File: src/design/shtu_pkg.sv
// Package of the surface hit test unit: field widths, defaults and the request bus type.
// Used by shtu_cell and surface_hit_test_unit; depends on nothing.
`default_nettype none

package shtu_pkg;

	localparam int MAX_CLIENTS_DEFAULT = 8;
	localparam int SPC_DEFAULT         = 16;

	localparam int CFG_W    = 4;
	localparam int SLOT_W   = 7;
	localparam int CLIENT_W = 3;
	localparam int POS_W    = 16;
	localparam int SIZE_W   = 15;
	localparam int DEPTH_W  = 32;
	localparam int IDENT_W  = 32;

	localparam int S_TDATA_W = 136;
	localparam int M_TDATA_W = 48;

	localparam logic [CFG_W-1:0] CLIENT_COUNT_RESET = 4'd8;

	typedef enum logic {
		OP_WRITE = 1'b0,
		OP_QUERY = 1'b1
	} shtu_op_t;

	// One request as it moves down the cell row, with the running best of a query.
	typedef struct packed {
		logic                      valid;
		shtu_op_t                  op;
		logic [SLOT_W-1:0]         slot;
		logic                      entry_valid;
		logic signed [POS_W-1:0]   pos_x;
		logic signed [POS_W-1:0]   pos_y;
		logic [SIZE_W-1:0]         width;
		logic [SIZE_W-1:0]         height;
		logic [DEPTH_W-1:0]        depth_order;
		logic [IDENT_W-1:0]        surface_id;
		logic                      found;
		logic [DEPTH_W-1:0]        best_depth;
		logic [CLIENT_W-1:0]       best_client;
		logic [SLOT_W-1:0]         best_slot;
		logic [IDENT_W-1:0]        best_ident;
	} shtu_bus_t;

endpackage

`default_nettype wire

File: src/design/shtu_cell.sv
// One table slot of the hit test row: holds the slot's rectangle and updates a passing query.
// Depends on shtu_pkg for the request bus type and field widths.
`default_nettype none

module shtu_cell #(
	parameter int CELL_INDEX          = 0,
	parameter int SURFACES_PER_CLIENT = shtu_pkg::SPC_DEFAULT
) (
	input  wire logic                        clk,
	input  wire logic                        arst_n,
	input  wire logic                        advance,
	input  wire logic [shtu_pkg::CFG_W-1:0]  client_count,
	input  wire shtu_pkg::shtu_bus_t         bus_in,
	output shtu_pkg::shtu_bus_t              bus_out
);
	import shtu_pkg::*;

	localparam int                  CLIENT      = CELL_INDEX / SURFACES_PER_CLIENT;
	localparam bit                  IN_RANGE    = CELL_INDEX < (1 << SLOT_W);
	localparam logic [SLOT_W-1:0]   SLOT_CODE   = SLOT_W'(CELL_INDEX);
	localparam logic [CLIENT_W-1:0] CLIENT_CODE = CLIENT_W'(CLIENT);

	logic                      valid_q;
	logic signed [POS_W-1:0]   left_q;
	logic signed [POS_W-1:0]   top_q;
	logic [SIZE_W-1:0]         width_q;
	logic [SIZE_W-1:0]         height_q;
	logic [DEPTH_W-1:0]        depth_q;
	logic [IDENT_W-1:0]        ident_q;
	shtu_bus_t                 bus_q;

	logic signed [POS_W:0] px, py, lx, ty, rx, by;
	logic                  active;
	logic                  covers;
	logic                  take;
	logic                  write_here;
	shtu_bus_t             bus_next;

	assign active     = int'(client_count) > CLIENT;
	assign write_here = IN_RANGE && bus_in.valid && (bus_in.op == OP_WRITE)
		&& (bus_in.slot == SLOT_CODE);

	always_comb begin
		px = {bus_in.pos_x[POS_W-1], bus_in.pos_x};
		py = {bus_in.pos_y[POS_W-1], bus_in.pos_y};
		lx = {left_q[POS_W-1], left_q};
		ty = {top_q[POS_W-1], top_q};
		rx = lx + signed'({2'b00, width_q});
		by = ty + signed'({2'b00, height_q});
		covers = valid_q && (width_q != '0) && (height_q != '0)
			&& (px >= lx) && (py >= ty) && (px < rx) && (py < by);
		// later slot wins on equal depth
		take = bus_in.valid && (bus_in.op == OP_QUERY) && active && covers
			&& (!bus_in.found || (depth_q >= bus_in.best_depth));
	end

	always_comb begin
		bus_next = bus_in;
		if (take) begin
			bus_next.found       = 1'b1;
			bus_next.best_depth  = depth_q;
			bus_next.best_client = CLIENT_CODE;
			bus_next.best_slot   = SLOT_CODE;
			bus_next.best_ident  = ident_q;
		end
	end

	always_ff @(posedge clk or negedge arst_n) begin
		if (!arst_n) begin
			valid_q <= 1'b0;
			bus_q   <= '0;
		end else if (advance) begin
			bus_q <= bus_next;
			if (write_here) begin
				valid_q <= bus_in.entry_valid;
			end
		end
	end

	always_ff @(posedge clk) begin
		if (advance && write_here) begin
			left_q   <= bus_in.pos_x;
			top_q    <= bus_in.pos_y;
			width_q  <= bus_in.width;
			height_q <= bus_in.height;
			depth_q  <= bus_in.depth_order;
			ident_q  <= bus_in.surface_id;
		end
	end

	assign bus_out = bus_q;

endmodule

`default_nettype wire

File: config.mk
export PLATFORM = sky130hd
export DESIGN_NAME = shtu_cell
export DESIGN_NICKNAME = d
export VERILOG_FILES = /design/src/design/shtu_pkg.sv /design/src/design/shtu_cell.sv
export SDC_FILE = /design/constraint.sdc
export NUM_CORES = 1
export LEC_CHECK = 0
export CAP_MARGIN = 20
export CORE_AREA = 2 2 196 198
export CTS_CLUSTER_DIAMETER = 100
export DETAILED_ROUTE_END_ITERATION = 10
export DIE_AREA = 0 0 198 200
export DONT_BUFFER_PORTS = 1
export GPL_ROUTABILITY_DRIVEN = 0
export RECOVER_POWER = 50
export SLEW_MARGIN = 20
export SYNTH_ARGS = -nofsm -noshare
export SYNTH_HDL_FRONTEND = slang
export SYNTH_SLANG_ARGS = --single-unit
File: constraint.sdc
create_clock -name clk -period 12 [get_ports clk]
set_input_delay 1.2 -clock clk [delete_from_list [all_inputs] [get_ports clk]]
set_output_delay 1.2 -clock clk [all_outputs]
set_load 0.01 [all_outputs]
After elaboration in Yosys (flattened, before gate mapping):

Cells that the tools add are included.

* add/sub/neg operators: 2
* equality and inequality tests: 0
* shift-type cells: 0
* bitwise logic cells: 1
* multiplexer cells: 1
* multipliers: 0
* order comparisons: 6
* reductions and logical operators: 19
* divide/modulo/power cells: 0

Operators with widths (number)
* $mux 75: 1
* $add 16x16->17: 2
* $lt 16x17->1: 2
* $ge 16x16->1: 2
* $ge 32x32->1: 1
* $reduce_bool 15->1: 2
* $logic_and 1x1->1: 13
* $logic_not 7->1: 1
* $gt 4x1->1 const B: 1
* $reduce_and 2->1: 1
* $logic_not 1->1: 1
* $logic_or 1x1->1: 1
* $not 1->1: 1

* bits in writable memories: 0
* memory bits (read-only): 0
* logic and storage cells: 51
* output and inout bits: 211
* latch bits: 0
* register bits after elaboration: 338
* input bits: 218
* memories: 0

Depth between registers and ports, before layout:

Gate-level depths: netlist (run 1).

* depth after elaboration: 10
* depth in mapped cells: 21
* depth with buffers taken out: 19

Least setup slack after synthesis (run 1):

No wires, ideal clock.

* path kind: input to register
* start point: input bus_in[209] (netlist name)
* end point: register valid_q
* buffers on the path: 0
* path slack: -3499 ps
* required time: 11874 ps
* data arrival time: 15373 ps
* stages: 3
* path through: or4b_2 nor4_1 mux2_2

* longest elaborated chain between the ends: 4

Ends and longest elaborated chain
* start, declared: line shtu_cell.sv:13 `input wire shtu_pkg::shtu_bus_t bus_in,`
* $not 1->1: line shtu_cell.sv:40 `assign write_here = IN_RANGE && bus_in.valid && (bus_in.op == OP_WRITE)`
* $logic_and 1x1->1: line shtu_cell.sv:40
* $logic_and 1x1->1: line shtu_cell.sv:41 `&& (bus_in.slot == SLOT_CODE);`
* $reduce_and 2->1 (no source line)
* end signal, assigned: line shtu_cell.sv:75 `valid_q <= bus_in.entry_valid;`
* end, declared: line shtu_cell.sv:23 `logic valid_q;`

Every way passes these cells.
A chain may end at the register's enable or synchronous reset.

Worst setup path after layout (run 1):

* start point: register top_q[1]
* end point: register bus_q (netlist bit bus_out[51])

* longest elaborated chain between the ends: 7

Ends and longest elaborated chain
* start, declared: line shtu_cell.sv:25 `logic signed [POS_W-1:0] top_q;`
* start signal, assigned: line shtu_cell.sv:83 `top_q <= bus_in.pos_y;`
* branches (longest 3 deep; another with $add 16x16->17)
* $logic_and 1x1->1 (*): line shtu_cell.sv:51 `&& (px >= lx) && (py >= ty) && (px < rx) && (py < by);`
* $logic_and 1x1->1 (*): line shtu_cell.sv:53 `take = bus_in.valid && (bus_in.op == OP_QUERY) && active && covers`
* $logic_and 1x1->1 (*): line shtu_cell.sv:54 `&& (!bus_in.found || (depth_q >= bus_in.best_depth));`
* $mux 75 (*): line shtu_cell.sv:59 `if (take) begin`
* end signal, assigned: line shtu_cell.sv:73 `bus_q <= bus_next;`
* end, declared: line shtu_cell.sv:30 `shtu_bus_t bus_q;`

Every way passes the cells marked *.

==> results of run 1 <==
-- flip-flops by register name (all words and copies together) (netlist names) --
signal    cells
width_q      15
left_q       16
ident_q      32
height_q     15
top_q        16
valid_q       1
bus_out     211
depth_q      32
-- kinds of logic after synthesis --
| kind of cell | count (synthesis) | share of synthesized area [%] |
|---|---|---|
| compound gates | 279 | 12.9 |
| xor+xnor | 23 | 1.21 |
| fa+ha+maj | 128 | 9.74 |
| buf+inv | 149 | 3.69 |
| flops | 338 | 54.8 |
| mux | 138 | 9.36 |
| simple gates | 272 | 8.32 |
-- cell usage after synthesis, types with 5 or more instances --
cell type / n / area, um^2
edfxtp_1: 126 / 3780
dfrtp_1: 212 / 5310
ha_1: 126 / 1580
o31ai_2: 50 / 626
inv_1: 75 / 282
nor3_1: 18 / 90.1
a211oi_1: 8 / 60.1
buf_6: 6 / 67.6
xnor2_1: 10 / 87.6
nand2_1: 36 / 135
nor4_1: 8 / 50.1
a21oi_1: 44 / 220
nand3_1: 14 / 70.1
xor2_1: 13 / 114
o21ai_0: 23 / 115
o21a_1: 6 / 45.0
nor2_1: 87 / 327
buf_2: 7 / 35.0
o2bb2ai_1: 10 / 87.6
buf_1: 5 / 18.8
a21o_1: 15 / 113
nand4_1: 74 / 463
a211o_1: 5 / 43.8
nand2b_1: 13 / 81.3
mux2_2: 137 / 1540
o211ai_1: 6 / 45.0
nor2b_1: 5 / 31.3
o31ai_1: 20 / 150
clkbuf_1: 56 / 210
a2111oi_0: 5 / 43.8
a31oi_1: 69 / 432
-- worst max-delay path, cell delays in order, from the launching register on --
cell and delay, ns:
edfxtp_1 0.44, ha_1 0.33, a211oi_1 0.22, o21a_1 0.17
o311ai_0 0.21, o41ai_1 0.44, nor2_1 0.09, a2111oi_0 0.76
a21oi_1 0.19, xnor2_1 0.17, ha_1 0.28, and4_1 0.20
nand2_1 0.06, nand4_1 0.08, a21oi_1 0.14, or4b_4 0.46
buf_4 0.26, buf_16 0.26, o31ai_1 0.25, a31oi_1 0.12
-- layout by cell type, fill, tap and decap left out, types with 3 or more instances in the layout --
cell	netlist	routed
o31ai_2	50	50
ha_1	126	126
clkinvlp_4	0	4
a211oi_1	8	8
xor2_1	13	13
nor2b_1	5	5
inv_1	75	75
nand2b_1	13	13
a21o_1	15	14
clkbuf_16	0	38
o21a_1	6	5
o2bb2ai_1	10	10
inv_6	0	3
buf_4	0	8
clkbuf_8	0	4
xnor2_1	10	10
o211ai_1	6	6
dfrtp_1	212	212
nand2_1	36	36
nand3_1	14	14
a31oi_1	69	69
o21ai_0	23	22
o31ai_1	20	20
nand4_1	74	74
edfxtp_1	126	126
nor4_1	8	7
nor2_1	87	87
or2_2	3	3
a211o_1	5	5
clkbuf_1	56	8
a21oi_1	44	43
nor3_1	18	18
mux2_2	137	137
clkinv_2	0	6
and3_1	4	4
o2111a_1	3	3
a2111oi_0	5	5
-- area by class of cell --
class | count | area [um^2]
Clock buffer | 50 | 1040
Sequential cell | 338 | 9090
Clock inverter | 20 | 169
Timing Repair Buffer | 9 | 87.6
Fill cell | 3287 | 19100
Tap cell | 511 | 639
Inverter | 75 | 282
Multi-Input combinational cell | 840 | 6950
-- final timing paths --
kind | from | slack [ns] | cells past startpoint | endpoint
worst max-delay path | top_q[1]$_DFFE_PP_ | 6.67 | 19 | bus_out[51]$_DFFE_PN0P_
worst min-delay path | arst_n | 0.35 | 0 | bus_out[146]$_DFFE_PN0P_
worst max register to register | top_q[1]$_DFFE_PP_ | 6.67 | 19 | bus_out[51]$_DFFE_PN0P_
worst min register to register | valid_q$_DFFE_PN0P_ | 0.52 | 1 | valid_q$_DFFE_PN0P_
max in group asynchronous | arst_n | 11.31 | 0 | bus_out[50]$_DFFE_PN0P_
min in group clk | valid_q$_DFFE_PN0P_ | 0.52 | 1 | valid_q$_DFFE_PN0P_
-- where the power goes --
| group | leakage (nW) | internal (mW) | total (mW) | switching [mW] |
|---|---|---|---|---|
| clock | 0.583 | 0.640 | 1.13 | 0.486 |
| combinational | 3.08 | 0.0787 | 0.154 | 0.0754 |
| sequential | 3.58 | 1.27 | 1.36 | 0.0895 |
-- per-stage QoR --
stage                     util (%)  hold WS [ns]  std cells  setup slack, ns  area [um^2]
after floorplan                  -         0.482       1327             2.23        16600
after global placement        45.5         0.494       1772             6.73        17000
after detailed placement      45.5         0.506       1772             6.67        17000
after CTS                     48.7         0.314       1842             6.61        18200
after global routing          48.8         0.315       1843             6.29        18300
final                         48.8         0.347       1843             6.67        18300
-- layer usage --
layer	wire [um]	part of all wire, %	global-route usage, %	up-vias
met3	3240	7.7	6.22	53
li1	-	-	-	4957
met5	0	0	0	-
met1	17400	41	26.4	5236
met4	892	2.1	5.54	0
met2	20600	49	34.4	366
==> results by group, run 1 <==
Clock network
  • Number of clock buffers inserted by TritonCTS: 38
  • Clk Latency, worst-skew pair: approximately 0.55 ns
  • Root Buffer: clkbuf_16
  • Resize count post-CTS: 0
  • Hold buffers post-CTS: 0
  • CTS tree: done
  • # clock sinks: 338
  • Clock transition at the registers of the reported paths: ~0.06 ns
  • # Post-CTS Setup Buffers: 0
  • Max clock buf depth: 3
  • H-tree Lvls: 2

Routing
  • Final WL: between 40000 and 50000 um
  • Initial DRT Pass Iterations: 4
  • Drt drc: 0
  • Vias: 10612
  • Initial DRC Count: about 520
  • Vias per cell: 5.76
  • WL per Instance: approximately 23 um
  • Routed Antenna Nets: 0

STA
  • Final setup fails: 0
  • Tmin final: 5.33 ns
  • FMAX: roughly 190 MHz
  • Clk_skew: ~0.01 ns
  • Final Max Slew Viols: 0
  • Slew Limit Headroom: 27.8%
  • Final hold vios: 0
  • Setup TNS: 0 ns
  • Setup repair after global routing missed its margin: false
  • Final Cycle Share: about 44%
  • Worst-margin pin slew: between 1 and 1.5 ns

Place
  • Hpwl dp: between 20000 and 30000 um
  • Port Buffers: 0

Synth
  • Mapped Nets: about 1700
  • Avg Cell Area, Syn: 12.5 um^2
  • Share of the yosys chip area belonging to registers: a little over half
  • Number of synthesized flops with an enable pin: approximately 130
  • Yosys warnings: 0
  • Netlist cell types: 57
  • FFs w/ async S/R, synth: between 60% and 70%
  • Synth Register Bits: around 340
  • Ys flop type: dfrtp_1
  • Post-Synthesis Cell Area: 0.0166 mm^2
  • Cells after synthesis: about 1300

Power
  • PD cells: approximately 140 mW/mm^2
  • Leak: slightly above 7 nW
  • Worst VDD drop: roughly 0.11 mV
  • Power Total: ~2.6 mW

Floorplanning
  • Boundary Pins: ~430
  • Die area: 0.0396 mm^2
  • Initial Util: 44.4%
  • Die Y: about 200 um
  • Std-Cell Rows: approximately 70
  • Die W: between 150 and 200 um
  • Total core area: 0.0374 mm^2

Setup path
  • Crit-path max FO: between 40 and 50
  • CP Class: flip-flop to flip-flop
  • Critical Path AT: approximately 5.8 ns
  • Worst Path Required: approximately 12 ns
  • Crit. End Element: flip-flop
  • Critical Path Start Type: flip-flop

Job
  • Max-cap violations: 0

GRT
  • Largest net degree at the start of global routing: around 280
  • Initial antenna violation count: 0
  • Vias in the first global route: between 10000 and 15000
  • Overflow after GRT: 0
  • GRT Total Usage: 20.7%
  • First-pass GRT wire length: roughly 63000 um

Status
  • Outcome: finished clean

Cells and area
  • Layout Area Growth over Synthesis: 9.98%
  • # diodes: 0
  • Fin nets: 1648
  • Layout cells sized above 1: between 20% and 30%

Hold path
  • Hold WC Path Type: input port to asynchronous set/reset pin
No activity file was read; power rests on OpenSTA's default activity.
==> inputs of run 2 (changes only) <==
ABC_AREA = 1   (was default)
clock period = 5.37 ns   (was 12 ns; I/O delays follow)
==> results by group, run 2 <==
Place
  • Hpwl dp: 30200 um (+2.7%)
  • Port Buffers: 0 (unchanged)

Power
  • Sequential Power Share: 50.6% (-0.9 points)
  • Sw Share: 24.6% (-0.096 points)
  • Total net switching power: 1.46 mW (+120%)
  • Clk pwr share: 43.7% (+1.0 points)
  • Leak: 9.45 nW (+30%)
  • PD cells: 323 mW/mm^2 (+120%)
  • Combinational power share: 5.6% (-0.2 points)
  • Worst VDD drop: 0.226 mV (+100%)
  • Internal power: 4.49 mW (+130%)

Synth
  • Top post-synthesis cells by area: dfrtp_1 32%, edfxtp_1 23%, nand2_1 17%
  • Ys flop type: dfrtp_1
  • Post-synth top cells: 773 x nand2_1, 220 x inv_1, 212 x dfrtp_1
  • Mapped Nets: 2239 (+34%)
  • Avg Cell Area, Syn: 8.84 um^2 (-29%)
  • Dominant cell type by area after synthesis: dfrtp_1
  • Netlist cell types: 31 (-46%)
  • Number of synthesized flops with an enable pin: 126 (unchanged)
  • Share of the yosys chip area belonging to registers: 54.3% (-0.43 points)
  • FFs w/ async S/R, synth: 62.7% (unchanged)
  • Post-Synthesis Cell Area: 0.0167 mm^2 (+0.78%)
  • Most numerous cell in the Yosys netlist: nand2_1
  • Area share of the largest cell type after synthesis: 31.7% (-0.25 points)
  • Cells after synthesis: 1893 (+43%)
  • Synth Register Bits: 338 (unchanged)
  • Yosys warnings: 0 (unchanged)

Setup path
  • Crit-path max FO: 64 (+45%)
  • R2R Path Start: left_q[0]$_DFFE_PP_
  • Critical Path AT: 4.83 ns (-0.92 ns)
  • Most frequent CP cell: nand2_1
  • Worst Path Required: 5.79 ns (-6.63 ns)
  • Crit. End Element: flip-flop
  • CP Class: flip-flop to flip-flop
  • Worst setup path startpoint: left_q[0]$_DFFE_PP_
  • Slowest stage cell on the critical path: edfxtp_1
  • Critical Path Start Type: flip-flop
  • Critical Path Max Stage Delay: 0.40 ns (-0.36 ns)

STA
  • Tmin final: 4.42 ns (-0.916 ns)
  • Final Cycle Share: 82.2% (+38 points)
  • Clk_skew: 0.0108 ns (+0.000874 ns)
  • Setup TNS: 0 ns (unchanged)
  • FMAX: 226 MHz (+21%)
  • Final hold vios: 0 (unchanged)
  • Final Max Slew Viols: 161 (+161)
  • Slew Limit Headroom: -153% (-180 points)
  • Final setup fails: 0 (unchanged)
  • Worst-margin pin slew: 3.79 ns (+2.71 ns)
  • Setup repair after global routing missed its margin: false

Floorplanning
  • Die W: 198 um (unchanged)
  • Die area: 0.0396 mm^2 (unchanged)
  • Std-Cell Rows: 71 (unchanged)
  • Die Y: 200 um (unchanged)
  • Total core area: 0.0374 mm^2 (unchanged)
  • Initial Util: 44.7% (+0.35 points)
  • Boundary Pins: 429 (unchanged)

Clock network
  • Max clock buf depth: 3 (unchanged)
  • Clock transition at the registers of the reported paths: 0.06 ns (about the same)
  • CTS tree: done
  • Number of clock buffers inserted by TritonCTS: 37 (-2.6%)
  • # clock sinks: 338 (unchanged)
  • Clk Latency, worst-skew pair: 0.55 ns (about the same)
  • Root Buffer: clkbuf_16
  • H-tree Lvls: 2 (unchanged)

Routing
  • WL per Instance: 18.0 um (-21%)
  • Vias: 12141 (+14%)
  • Initial DRC Count: 611 (+17%)
  • Vias per cell: 5.03 (-13%)
  • Routed Antenna Nets: 0 (unchanged)
  • Drt drc: 0 (unchanged)
  • Initial DRT Pass Iterations: 5 (+1)
  • Final WL: 43500 um (+3.3%)

Cells and area
  • Layout Area Growth over Synthesis: 10.1% (about the same)
  • Most frequent cells in the layout: 772 x nand2_1, 220 x inv_1, 212 x dfrtp_1, 160 x nand3_1
  • Fin nets: 2219 (+35%)
  • Number of flip-flops in the largest register: 211 (unchanged)
  • Core Util, Final: 49.2% (+0.43 points)
  • Layout cells sized above 1: 3.79% (-16 points)
  • Most common cell after layout, fill and taps aside: nand2_1
  • Fillcell total: 3473 (+5.7%)

GRT
  • Initial antenna violation count: 0 (unchanged)
  • First-pass GRT wire length: 67500 um (+7.9%)
  • GRT Total Usage: 21.9% (+1.2 points)
  • Largest net degree at the start of global routing: 213 (-23%)
  • Vias in the first global route: 12206 (+14%)
  • Overflow after GRT: 0 (unchanged)

Status
  • Outcome: finished, violations left
  • Violated checks: capacitance limit, slew limit

Job
  • Max-cap violations: 2 (+2)

Hold path
  • Hold wc startpoint: bus_in[162]
  • Hold WC Path Type: input port to flip-flop
[run 2: cell types whose count changed in the layout (fill, tap and decap cells not counted), moves of 50 or more]
cell / change
o31ai_2: -50
mux2_2: -136
nand3_1: +146
nand4_1: -62
inv_1: +145
a31oi_1: -66
nand2_1: +736
[run 2: layer usage]
layer | GRT usage (%) | vias to the layer above | part of all wire (%)
li1 | - | 6004 | -
met1 | 27.1 | 5623 | 41
met2 | 35.8 | 425 | 47
met3 | 6.37 | 89 | 8.8
met4 | 9.69 | 0 | 3.6
met5 | 0 | - | 0
[run 2: power groups by stage]
| stage | registers [mW] | clock network [mW] | logic (mW) |
|---|---|---|---|
| after floorplan | 3.01 | 0 | 0.264 |
| final | 3.01 | 2.60 | 0.336 |
| after global routing | 3.03 | 2.77 | 0.404 |
| after CTS | 3.02 | 2.66 | 0.339 |
| after global placement | 3.06 | 0 | 0.289 |
| after detailed placement | 3.06 | 0 | 0.304 |
[run 2: what timing repair did]
| item | in CTS | in global routing |
|---|---|---|
| hold buffers | 1 | 1 |
| buffers inserted | 0 | 0 |
| resized for setup | 0 | 0 |
| hold endpoints to repair | 212 | 81 |
[run 2: worst paths after layout]
kind / cells after the start / slack [ns] / to
setup / recovery: 27 / 0.95 / bus_out[9]$_DFFE_PN0P_
max in group asynchronous: 2 / 1.22 / bus_out[125]$_DFFE_PN0P_
hold reg to reg: 1 / 0.51 / valid_q$_DFFE_PN0P_
hold / removal: 0 / 0.08 / width_q[8]$_DFFE_PP_
setup reg to reg: 27 / 0.95 / bus_out[9]$_DFFE_PN0P_
min in group asynchronous: 2 / 1.95 / bus_out[150]$_DFFE_PN0P_
[run 2: area by class of cell]
type | count | area, um^2 | share of cell area, %
well taps | 511 | 639 | 3.47
flip-flops and latches | 338 | 9090 | 49.4
inverters | 222 | 835 | 4.53
diodes | 1 | 2.50 | 0.0136
clock inverters | 12 | 144 | 0.781
repair buffers | 9 | 133 | 0.720
multi-input cells | 1265 | 6490 | 35.2
clock buffers | 55 | 1080 | 5.88
[run 2: cell families after synthesis]
kind of cell	after synthesis	synth area share, %
AND/OR/NAND/NOR	1004	24.2
flip-flops	338	54.3
buffers and inverters	290	6.98
adder cells (fa/ha/maj)	128	9.66
AO/OA/AOI/OAI	106	3.43
XOR/XNOR	26	1.36
multiplexers	1	0.0673
[run 2: through the flow]
step                      hold slack, ns  std cells  total power [mW]  instance area (um^2)  setup slack (ns)
final                             0.0809       2413              5.95                 18400             0.953
after global placement             0.245       2342              3.35                 17100              1.18
after CTS                         0.0388       2410              6.02                 18400             0.976
after floorplan                    0.241       1893              3.28                 16700             0.886
after detailed placement           0.245       2342              3.37                 17100             0.994
after global routing              0.0475       2412              6.20                 18400             0.496
[run 2: critical path: cells and delay by family, from the launching register on]
family / cells / cell delay (ns)
compound gates: 5 / 1.08
fa+ha+maj: 3 / 0.77
buf+inv: 5 / 0.55
flops: 1 / 0.40
simple gates: 14 / 1.42
==> inputs of run 3 (changes only) <==
clock period = 3.7 ns   (was 5.37 ns; I/O delays follow)
==> results by group, run 3 (synthesis results as in run 2) <==
Cells and area
  • Number of flip-flops in the largest register: 211 (unchanged)
  • Layout Area Growth over Synthesis: 34.2%
  • Fin nets: 2550 (+15%)
  • Layout cells sized above 1: 12.5% (+8.7 points)
  • Fillcell total: 3090 (-11%)
  • Most common cell after layout, fill and taps aside: nand2_1
  • Most frequent cells in the layout: 752 x nand2_1, 250 x dlygate4sd3_1, 215 x inv_1, 212 x dfrtp_1, 126 x edfxtp_1

STA
  • FMAX: 261 MHz (+15%)
  • Final Max Slew Viols: 0 (-100%)
  • Final hold vios: 212 (+212)
  • Final WS setup: -0.129 ns (-1.08 ns)
  • Worst-margin pin slew: 0.790 ns (-3.00 ns)
  • Setup TNS: -6.45 ns (-6.45 ns)
  • Final Cycle Share: 103% (+21 points)
  • Slew Limit Headroom: 47.0% (+200 points)
  • Final setup fails: 74 (+74)
  • Tmin final: 3.83 ns (-0.588 ns)
  • Setup repair after global routing missed its margin: true
  • Hold_ws: -0.475 ns (-0.556 ns)
  • Clk_skew: 0.0222 ns (+0.0113 ns)

GRT
  • Largest net degree at the start of global routing: 213 (unchanged)
  • GRT Total Usage: 25.1% (+3.2 points)
  • Overflow after GRT: 0 (unchanged)
  • Vias in the first global route: 14352 (+18%)
  • First-pass GRT wire length: 77700 um (+15%)
  • Initial antenna violation count: 1 (+1)

Power
  • Sequential Power Share: 50.0% (-0.6 points)
  • Clk pwr share: 41.3% (-2.4 points)
  • Sw Share: 25.2% (+0.63 points)
  • PD cells: 390 mW/mm^2 (+21%)
  • Worst VDD drop: 0.299 mV (+32%)
  • Internal power: 6.55 mW (+46%)
  • Power Total: 8.76 mW (+47%)
  • Combinational power share: 8.7% (+3.1 points)
  • Leak: 10.9 nW (+15%)
  • Total net switching power: 2.21 mW (+51%)

Floorplanning
  • Die Y: 200 um (unchanged)
  • Std-Cell Rows: 71 (unchanged)
  • Initial Util: 44.7% (unchanged)
  • Total core area: 0.0374 mm^2 (unchanged)
  • Boundary Pins: 429 (unchanged)
  • Die area: 0.0396 mm^2 (unchanged)
  • Die W: 198 um (unchanged)

Setup path
  • Worst Path Required: 4.14 ns (-1.65 ns)
  • Critical Path Start Type: flip-flop
  • Worst setup path startpoint: height_q[0]$_DFFE_PP_
  • Crit. End Element: flip-flop
  • Critical Path Max Stage Delay: 0.40 ns (about the same)
  • CP bufs+invs: 6 (+1)
  • Critical Path AT: 4.26 ns (-0.57 ns)
  • Slowest stage cell on the critical path: edfxtp_1
  • Critical path's top delay family: simple AND/OR/NAND/NOR gates
  • R2R Path Start: height_q[0]$_DFFE_PP_
  • CP Class: flip-flop to flip-flop
  • Crit-path max FO: 10 (-84%)

Clock network
  • Max clock buf depth: 3 (unchanged)
  • Hold buffers post-CTS: 251 (+250)
  • # clock sinks: 338 (unchanged)
  • Root Buffer: clkbuf_16
  • Clk Latency, worst-skew pair: 0.56 ns (about the same)
  • Number of clock buffers inserted by TritonCTS: 36 (-2.7%)
  • Clock transition at the registers of the reported paths: 0.06 ns (about the same)
  • CTS tree: done
  • H-tree Lvls: 2 (unchanged)

Place
  • Hpwl dp: 31300 um (+3.6%)
  • Port Buffers: 0 (unchanged)

Hold path
  • Hold WC Path Type: input port to asynchronous set/reset pin

Routing
  • Routed Antenna Nets: 0 (unchanged)
  • Vias: 14271 (+18%)
  • Vias per cell: 5.20 (+3.3%)
  • Final WL: 51600 um (+19%)
  • Drt drc: 0 (unchanged)
  • WL per Instance: 18.8 um (+4.2%)
  • Initial DRT Pass Iterations: 4 (-1)
  • Initial DRC Count: 702 (+15%)

Job
  • Max-cap violations: 0 (-2)

Status
  • Outcome: finished, violations left
  • Violated checks: hold timing, setup timing
==> run 3: area by class of cell <==
class	instances	area, um^2	area share (%)
antenna	2	5.00	0.0223
timing repair buffer	341	3500	15.6
sequential	338	9090	40.5
clock buffer	48	987	4.40
tap	511	639	2.85
clock inverter	18	166	0.742
multi-input combinational	1265	7210	32.1
inverter	222	838	3.74
==> run 3: worst reg2reg max path, delay by kind of cell, from the launching register on <==
family                   cells  cell delay (ns)
XOR/XNOR                     1             0.18
adder cells (fa/ha/maj)      3             0.79
flip-flops                   1             0.40
buffers and inverters        6             0.71
AO/OA/AOI/OAI                4             0.64
AND/OR/NAND/NOR             13             1.01
==> run 3: metal layers <==
metal | share of wire, % | routed length, um | track usage, % | vias up
met5 | 0 | 0 | 0 | -
met4 | 4.2 | 2180 | 11.6 | 0
met3 | 6.7 | 3470 | 5.53 | 127
met2 | 48 | 24800 | 41.9 | 540
met1 | 41 | 21100 | 31.3 | 6913
li1 | - | - | - | 6691
==> run 3: power groups by stage <==
stage / clock [mW] / sequential (mW) / combinational (mW)
floorplan: 0 / 4.37 / 0.384
global placement: 0 / 4.45 / 0.424
detailed placement: 0 / 4.45 / 0.447
CTS: 3.70 / 4.38 / 0.726
global route: 3.83 / 4.40 / 0.855
finish: 3.62 / 4.38 / 0.761
==> run 3: metrics by stage <==
step	util, %	hold WS [ns]	instance area, um^2	setup slack, ns	instances
floorplan	-	0.0744	16800	-0.600	1893
global placement	47.3	0.0783	17700	-0.435	2405
detailed placement	47.3	0.0795	17700	-0.469	2405
CTS	58.0	-0.519	21700	-0.117	2729
global route	60.0	-0.499	22400	-0.391	2744
finish	60.0	-0.475	22400	-0.129	2745
==> run 3: final timing paths <==
| check | slack (ns) | depth (start not counted) | to |
|---|---|---|---|
| setup / recovery | -0.13 | 27 | bus_out[19]$_DFFE_PN0P_ |
| hold / removal | -0.47 | 0 | bus_out[150]$_DFFE_PN0P_ |
| setup reg to reg | -0.13 | 27 | bus_out[19]$_DFFE_PN0P_ |
| hold reg to reg | 0.54 | 2 | bus_out[128]$_DFFE_PN0P_ |
| max in group asynchronous | 3.84 | 0 | bus_out[74]$_DFFE_PN0P_ |
| min in group clk | 0.04 | 4 | bus_out[20]$_DFFE_PN0P_ |
==> run 3: what timing repair did <==
| item | 4_1_cts | 5_1_grt |
|---|---|---|
| gates resized for setup | 56 | 107 |
| gates cloned | 2 | 7 |
| endpoints found under the setup margin | 75 | 75 |
| hold endpoints to repair | 527 | 212 |
| pin swaps | 26 | 57 |
| setup buffers | 5 | 7 |
